[src/rtl/dkef_pkg.sv]
// Package for the delete-key escape filter.
// Holds the byte constants, the matcher state type and the decoded-request struct.
// Depends on nothing; used by every module of the block.
package dkef_pkg;

  localparam logic [7:0] ESC_BYTE   = 8'h1B;
  localparam logic [7:0] CSI_BYTE   = 8'h5B;
  localparam logic [7:0] THREE_BYTE = 8'h33;
  localparam logic [7:0] TILDE_BYTE = 8'h7E;
  localparam logic [7:0] DEL_BYTE   = 8'h7F;
  localparam logic [7:0] BS_BYTE    = 8'h08;

  // Most results one request can cause, and the widths that follow from it.
  localparam int MAX_BEATS = 4;
  localparam int CNT_W     = $clog2(MAX_BEATS + 1);
  localparam int POS_W     = $clog2(MAX_BEATS);

  typedef logic [MAX_BEATS-1:0][7:0] beat_arr_t;

  // Bytes replayed when a partial match breaks, in order.
  localparam beat_arr_t PREFIX_BYTES = {8'h00, THREE_BYTE, CSI_BYTE, ESC_BYTE};

  typedef enum logic [1:0] {
    ST_IDLE = 2'd0,
    ST_ESC  = 2'd1,
    ST_CSI  = 2'd2,
    ST_CSI3 = 2'd3
  } esc_state_t;

  typedef struct packed {
    logic [CNT_W-1:0] cnt;
    beat_arr_t        beats;
    esc_state_t       next_state;
  } dkef_res_t;

endpackage

[src/rtl/dkef_decode.sv]
// Escape matcher: decodes one request against the current matcher state.
// Gives the next state and the burst of result bytes. Uses dkef_pkg.
module dkef_decode import dkef_pkg::*; (
  input  esc_state_t  state,
  input  logic [7:0]  rx_byte,
  output dkef_res_t   res
);

  esc_state_t       idle_next;
  esc_state_t       state_next;
  logic [POS_W-1:0] rep;
  logic             tail;
  logic [7:0]       tail_byte;
  logic [7:0]       mapped;

  assign idle_next = (rx_byte == ESC_BYTE) ? ST_ESC : ST_IDLE;
  assign mapped    = (rx_byte == BS_BYTE || rx_byte == DEL_BYTE) ? DEL_BYTE : rx_byte;

  always_comb begin
    unique case (state)
      ST_IDLE: state_next = idle_next;
      ST_ESC:  state_next = (rx_byte == CSI_BYTE) ? ST_CSI : idle_next;
      ST_CSI:  state_next = (rx_byte == THREE_BYTE) ? ST_CSI3 : idle_next;
      ST_CSI3: state_next = (rx_byte == TILDE_BYTE) ? ST_IDLE : idle_next;
      default: state_next = ST_IDLE;
    endcase
  end

  // rep is the number of held bytes replayed; tail says whether a result follows
  // them: the byte itself handled from idle, or the delete of a whole sequence.
  always_comb begin
    rep       = '0;
    tail      = (rx_byte != ESC_BYTE);
    tail_byte = mapped;
    unique case (state)
      ST_IDLE: begin
        rep = '0;
      end
      ST_ESC: begin
        if (rx_byte == CSI_BYTE) begin
          tail = 1'b0;
        end else begin
          rep = POS_W'(1);
        end
      end
      ST_CSI: begin
        if (rx_byte == THREE_BYTE) begin
          tail = 1'b0;
        end else begin
          rep = POS_W'(2);
        end
      end
      ST_CSI3: begin
        if (rx_byte == TILDE_BYTE) begin
          tail      = 1'b1;
          tail_byte = DEL_BYTE;
        end else begin
          rep = POS_W'(3);
        end
      end
      default: begin
        rep = '0;
      end
    endcase
  end

  always_comb begin
    res.next_state = state_next;
    res.cnt        = CNT_W'(rep) + CNT_W'(tail);
    for (int i = 0; i < MAX_BEATS; i++) begin
      res.beats[i] = (POS_W'(i) < rep) ? PREFIX_BYTES[i] : tail_byte;
    end
  end

endmodule

[src/rtl/dkef_burst.sv]
// Result register: holds the bytes of one request and hands them out in order.
// Reports when it can take a new burst in the same cycle. Uses dkef_pkg.
module dkef_burst import dkef_pkg::*; (
  input  logic             clk,
  input  logic             rst,
  input  logic             load,
  input  logic [CNT_W-1:0] load_cnt,
  input  beat_arr_t        load_beats,
  output logic             free,
  output logic             out_valid,
  input  logic             out_ready,
  output logic [7:0]       out_byte,
  output logic             last
);

  logic [CNT_W-1:0] rem;
  logic [CNT_W-1:0] rem_next;
  logic [POS_W-1:0] pos;
  logic [POS_W-1:0] pos_next;
  beat_arr_t        beats;
  logic             pop;

  assign out_valid = (rem != '0);
  assign last      = (rem == CNT_W'(1));
  assign out_byte  = beats[pos];
  assign pop       = out_valid && out_ready;
  // Free when empty, or when the final byte of the burst leaves this cycle.
  assign free      = !out_valid || (pop && last);

  always_comb begin
    rem_next = rem;
    pos_next = pos;
    if (load) begin
      rem_next = load_cnt;
      pos_next = '0;
    end else if (pop) begin
      rem_next = rem - CNT_W'(1);
      pos_next = pos + POS_W'(1);
    end
  end

  always_ff @(posedge clk) begin
    if (rst) begin
      rem <= '0;
      pos <= '0;
    end else begin
      rem <= rem_next;
      pos <= pos_next;
    end
  end

  always_ff @(posedge clk) begin
    if (load) begin
      beats <= load_beats;
    end
  end

endmodule

[src/rtl/delete_key_escape_filter.sv]
// Top level of the delete-key escape filter: input register, matcher, result register.
// Depends on dkef_pkg, dkef_decode and dkef_burst.
//
//   channel | handshake             | payload
//   --------+-----------------------+-------------------
//   input   | in_valid / in_ready   | rx_byte
//   output  | out_valid / out_ready | out_byte, last
//
// A request is captured in the input register, then decoded and loaded into the result
// register, which drives its first result. The result register gives one result byte per
// cycle while out_ready is high; a request causes one to four results, and a prefix byte
// causes none but still passes through the input register.
// Reset clears the input and result registers and puts the matcher in idle.
// A stalled output holds its byte; the input register fills and then in_ready drops.
module delete_key_escape_filter import dkef_pkg::*; (
  input  logic       clk,
  input  logic       rst,
  input  logic       in_valid,
  output logic       in_ready,
  input  logic [7:0] rx_byte,
  output logic       out_valid,
  input  logic       out_ready,
  output logic [7:0] out_byte,
  output logic       last
);

  logic       hold_valid;
  logic [7:0] hold_byte;
  esc_state_t escape_state;
  dkef_res_t  dec;
  logic       free;
  logic       hold_move;
  logic       load;

  dkef_decode u_decode (
    .state   (escape_state),
    .rx_byte (hold_byte),
    .res     (dec)
  );

  // A request that yields nothing leaves without waiting for the result register.
  assign hold_move = hold_valid && (free || dec.cnt == '0);
  assign load      = hold_move && (dec.cnt != '0);
  assign in_ready  = !hold_valid || hold_move;

  always_ff @(posedge clk) begin
    if (rst) begin
      hold_valid   <= 1'b0;
      escape_state <= ST_IDLE;
    end else begin
      if (in_ready) begin
        hold_valid <= in_valid;
      end
      if (hold_move) begin
        escape_state <= dec.next_state;
      end
    end
  end

  always_ff @(posedge clk) begin
    if (in_valid && in_ready) begin
      hold_byte <= rx_byte;
    end
  end

  dkef_burst u_burst (
    .clk        (clk),
    .rst        (rst),
    .load       (load),
    .load_cnt   (dec.cnt),
    .load_beats (dec.beats),
    .free       (free),
    .out_valid  (out_valid),
    .out_ready  (out_ready),
    .out_byte   (out_byte),
    .last       (last)
  );

  a_state_only_on_move: assert property (@(posedge clk) disable iff (rst)
    !hold_move |=> escape_state == $past(escape_state))
    else $error("matcher state changed without a request leaving");

  a_hold_kept: assert property (@(posedge clk) disable iff (rst)
    hold_valid && !hold_move |=> hold_valid && hold_byte == $past(hold_byte))
    else $error("held request lost or changed while stalled");

  a_reset_clean: assert property (@(posedge clk)
    rst |=> (escape_state == ST_IDLE && !out_valid && !hold_valid))
    else $error("block not clean after reset");

endmodule

[config.mk]
export PLATFORM = sky130hd
export DESIGN_NAME = delete_key_escape_filter
export DESIGN_NICKNAME = d
export VERILOG_FILES = /design/src/rtl/dkef_pkg.sv /design/src/rtl/dkef_decode.sv /design/src/rtl/dkef_burst.sv /design/src/rtl/delete_key_escape_filter.sv
export SDC_FILE = /design/constraint.sdc
export NUM_CORES = 1
export LEC_CHECK = 0
export BUFFER_PORTS_ARGS = -buffer_cell sky130_fd_sc_hd__buf_2
export CORE_ASPECT_RATIO = 2
export CORE_MARGIN = 3
export CORE_UTILIZATION = 50
export DETAILED_ROUTE_END_ITERATION = 8
export PLACE_DENSITY = 0.69
export REMOVE_ABC_BUFFERS = 1
export SYNTH_ARGS = -nofsm -noshare
export SYNTH_HDL_FRONTEND = slang
export SYNTH_HIERARCHICAL = 1
export SYNTH_SLANG_ARGS = --single-unit
[constraint.sdc]
create_clock -name clk -period 7.4 [get_ports clk]
set_clock_uncertainty 0.1 [all_clocks]
set_input_delay 0.74 -clock clk [delete_from_list [all_inputs] [get_ports clk]]
set_output_delay 0.74 -clock clk [all_outputs]
set_load 0.005 [all_outputs]
# Word level (Yosys, flattened, before mapping)
# Cells that the tools add are included.
dict set report classes {
  addsub 3
  magnitude_cmp 5
  eq_ne 11
  muxes 20
  reduce_logical 17
}
# op count
set op_table {}
lappend op_table {{8-bit two-way mux} 4}
lappend op_table {{8-bit by 7-bit equality test with 1-bit output (second input constant)} 3}
lappend op_table {{8-bit binary-select mux with 2-bit select} 1}
lappend op_table {{2-bit one-hot mux with 4 select lines} 2}
lappend op_table {{2-bit two-way mux} 5}
lappend op_table {{8-bit by 4-bit equality test with 1-bit output (second input constant)} 1}
lappend op_table {{8-bit by 5-bit equality test with 1-bit output (second input constant)} 1}
lappend op_table {{8-bit by 6-bit equality test with 1-bit output (second input constant)} 1}
lappend op_table {{8-bit by 5-bit inequality test with 1-bit output (second input constant)} 1}
lappend op_table {{3-bit two-way mux} 2}
lappend op_table {{3-bit nonzero test} 2}
lappend op_table {{1-bit logical AND} 5}
lappend op_table {{1-bit two-way mux} 5}
lappend op_table {{2-bit equality test (second input constant)} 2}
lappend op_table {{1-bit logical OR} 4}
lappend op_table {{1-bit by 2-bit less-than comparator with 1-bit output (first input constant)} 2}
lappend op_table {{2-bit less-than comparator (first input constant)} 2}
lappend op_table {{2-bit by 1-bit adder with 3-bit output} 1}
lappend op_table {{3-bit by 1-bit equality test with 1-bit output (second input constant)} 1}
lappend op_table {{3-bit zero test} 1}
lappend op_table {{2-bit by 3-bit less-than comparator with 1-bit output (second input constant)} 1}
lappend op_table {{1-bit one-hot mux with 3 select lines} 1}
lappend op_table {{3-bit by 1-bit subtractor with 3-bit output (second input constant)} 1}
lappend op_table {{2-bit by 1-bit adder with 2-bit output (second input constant)} 1}
lappend op_table {{other kinds (5)} 6}
dict set report totals {
  register_bits 48
  input_bits 12
  out_inout_bits 11
}

# Depth between registers and ports, before layout
dict set report logic_depth {
  depth_word 9
  ltp_mapped 12
  mapped_depth_nobuf 11
}

# By module
# Netlist, hierarchy kept.
# module n_inst cells_per_inst area_each_um2
set modules_own_cells {}
lappend modules_own_cells {dkef_burst 1 80 1492.7}
lappend modules_own_cells {dkef_decode 1 72 478.0}
lappend modules_own_cells {delete_key_escape_filter 1 24 404.1}

# Worst setup path before layout
# OpenSTA, ideal clock, no wires.
dict set report synth_timing {
  path_kind {reg2reg}
  startpoint {register hold_byte[7]}
  endpoint {register u_burst.rem[1]}
  setup_time_ns 0.124
  t_arrival_ns 2.880
  required_ns 7.176
  path_slack_ns 4.296
  path_stages_with_launch 11
  period_less_slack_ns 3.104
  cell_sequence {edfxtp_1 > nand4b_1 > o31ai_1 > nand2_1 > ha_1 > ha_1 > nor3_2 > o21a_1 > and2b_2 > or2_2 > o32ai_1}
}
# item line
set synth_rtl {}
lappend synth_rtl {{start, declared} delete_key_escape_filter.sv:28} ;# logic [7:0] hold_byte;
lappend synth_rtl {{start signal, assigned} delete_key_escape_filter.sv:62} ;# hold_byte <= rx_byte;
lappend synth_rtl {{end signal, assigned} dkef_burst.sv:47} ;# rem <= rem_next;
lappend synth_rtl {{end, declared} dkef_burst.sv:16} ;# logic [CNT_W-1:0] rem;

==> metrics.csv <==
metric;value;unit
num_rows;34;
clockRootBuffer;clkbuf_8;
die_w;54.7;um
met1Wirelength;1470;um
slew_headroom;48.9;%
status;complete, no violations;
critPathMaxStageDelay;0.53;ns
ys_ff_latch;48;
cts_made_buffers;5;
cts_tree;yes;
n_antenna_cell;0;
fillers;373;
multi_input_area;913;um^2
cp_max_fo;5;
clk_latency;0.29;ns
cts.sink_count;48;
avgSynthCellArea;13.5;um^2
wl_met2;2500;um
synthCells;176;
yosysMostFrequentCell;edfxtp_1;
leakagePower;1.02;nW
first_global_vias;1515;
dr_wl_met3;133;um
synth_edf_count;40;
cts.reportedPaths.clkPinSlew;0.08;ns
wirelength;4200;um
place.gp.congestion;0.829;
finalSetupViolCount;0;
crit_path_cell_trace;nand4b_1 -> o31ai_1 -> nand2_1 -> ha_1 -> ha_1 -> nor3_2 -> or3b_4 -> buf_2;
slew_violations;0;
grt_overflow;0;
grt_usage;17.5;%
seq_area_frac_synth;57.3;%
routed.top_layer;met4;
syn-cell-area;0.00237;mm^2
area_growth;10.1;%
ir_drop;0.000227;V
start_util;53.2;%
holdPathStages;2;
worstRegToRegCells;10;
firstDrtPassIters;4;
crit_slowest_cell;o31ai_1;
drc;0;
fmax;276;MHz
dp_hpwl;3210;um
wire_per_inst;16.7;um
clockBufferDepth;2;
ctsResizeCount;0;
yosysUniqueCellTypes;53;
hold_path_class;reg -> reg;
dieArea;0.00566;mm^2
cp_common_cell;ha_1;
seqCellArea;0.00136;mm^2
drv_cap;0;
regToRegStartpoint;hold_byte[7]$_DFFE_PP_;
arrival;2.79;ns
start_kind;flop;
fp.coreArea;0.00447;mm^2
holdBufCountCts;0;
post-route-period-util;49.0;%
timing.setup.tns;0;ns
yosys-top-cells-area;edfxtp_1 (51%), mux4_1 (8.9%), dfxtp_1 (6.7%);
io_pins;23;
synth_commonest_cells;edfxtp_1 (40), nor2_1 (12), inv_1 (11);
worstPathRequired;6.56;ns
synth_async_sr_flop_share;0;%
first_iter_violations;55;
antenna_left;0;
worst-setup-path-type;reg -> out;
cp-end-kind;output pin;
worstSetupStartpoint;hold_byte[7]$_DFFE_PP_;
yosys_warnings;6;
antenna_found_initial;0;
min_period;3.63;ns
synth_top_area_share;50.6;%
power_density;272;mW/mm^2
via_per_inst;5.76;
grt_max_degree;39;
layout-drive-gt1-share;25.3;%
r2r_end;u_burst/rem[1]$_SDFFE_PP0P_;
synthFlopType;edfxtp_1;
die_y;103;um
hold_viol;0;
fin_total_pwr;0.000711;W
via_count;1451;
grt_pass1_wl;7000;um
port_buffers;22;
yosys.area.top_type;edfxtp_1;
rsz0062_at_grt;no;
h-tree-depth;2;
r2r_slack;3.84;ns
tightest_slew;0.767;ns
fin_nets;214;
endpoint;in_ready;
cts_setup_buffers;0;
==> stage by stage <==
step | hold WS [ns] | area [um^2] | worst slack, ns | std cells | utilization, %
floorplan | 0.377 | 2330 | 4.30 | 168 | -
global placement | 0.416 | 2510 | 3.99 | 244 | 56.1
detailed placement | 0.461 | 2510 | 3.84 | 244 | 56.1
CTS | 0.473 | 2620 | 3.77 | 252 | 58.5
global route | 0.505 | 2620 | 3.44 | 252 | 58.5
finish | 0.468 | 2620 | 3.77 | 252 | 58.5
==> report_power, final <==
group	internal, W	switching (W)	total (W)	leakage, nW
combinational	0.0000739	0.0000813	0.000155	0.521
sequential	0.000349	0.0000294	0.000378	0.440
clock	0.000100	0.0000779	0.000178	0.0552
total	0.000523	0.000189	0.000711	1.02
==> sequential cells by signal, summed over array words and instances, names as in the netlist <==
register / cells
hold_valid: 1
escape_state: 2
u_burst/pos: 2
u_burst/beats: 32
u_burst/rem: 3
hold_byte: 8
==> metal layers <==
metal / global-route usage [%] / up-vias
li1: - / 699
met1: 17.9 / 709
met2: 32.7 / 35
met3: 2.73 / 8
met4: 7.68 / 0
met5: 0 / -
==> critical path: cells and delay by family (launching register included) <==
family | cells | cell delay [ns]
and+or+nand+nor | 4 | 0.83
AOI/OAI and AO/OA | 1 | 0.53
adders and majority gates | 2 | 0.53
DFF | 1 | 0.47
buffers and inverters | 1 | 0.14
==> how the worst min path moves through the flow <==
stage	endpoint	from
global placement	escape_state[0]$_SDFFE_PP0P_	escape_state[0]$_SDFFE_PP0P_
global route	hold_byte[1]$_DFFE_PP_	rx_byte[1]
detailed placement	escape_state[0]$_SDFFE_PP0P_	escape_state[0]$_SDFFE_PP0P_
floorplan	escape_state[0]$_SDFFE_PP0P_	escape_state[0]$_SDFFE_PP0P_
finish	escape_state[0]$_SDFFE_PP0P_	escape_state[0]$_SDFFE_PP0P_
CTS	escape_state[0]$_SDFFE_PP0P_	escape_state[0]$_SDFFE_PP0P_
==> kinds of logic (layout without fill, tap and decap cells) <==
family | Yosys count | after routing | synth area share, %
buf+inv | 22 | 44 | 4.22
compound gates | 29 | 29 | 9.22
fa+ha+maj | 5 | 5 | 2.63
mux | 10 | 10 | 9.69
flops | 48 | 48 | 57.3
simple gates | 62 | 62 | 16.9
==> cell type report <==
cell class              count  area share [%]
flip-flops and latches     48            52.1
multi-input cells         106            34.9
repair buffers             22            4.21
clock buffers               6            2.78
well taps                  54            2.58
inverters                  14            2.11
clock inverters             2            1.34
==> layout by cell type, fill, tap and decap left out, types with 5 or more instances in the layout <==
master and instances:
edfxtp_1 40, nor2_1 12, or2_2 5, nand2_1 6
a21oi_1 8, clkbuf_8 5, inv_1 11, buf_2 22
mux4_1 8, dfxtp_1 8, or3_1 5, ha_1 5
Note: power is estimated with default switching activity, not from simulation.
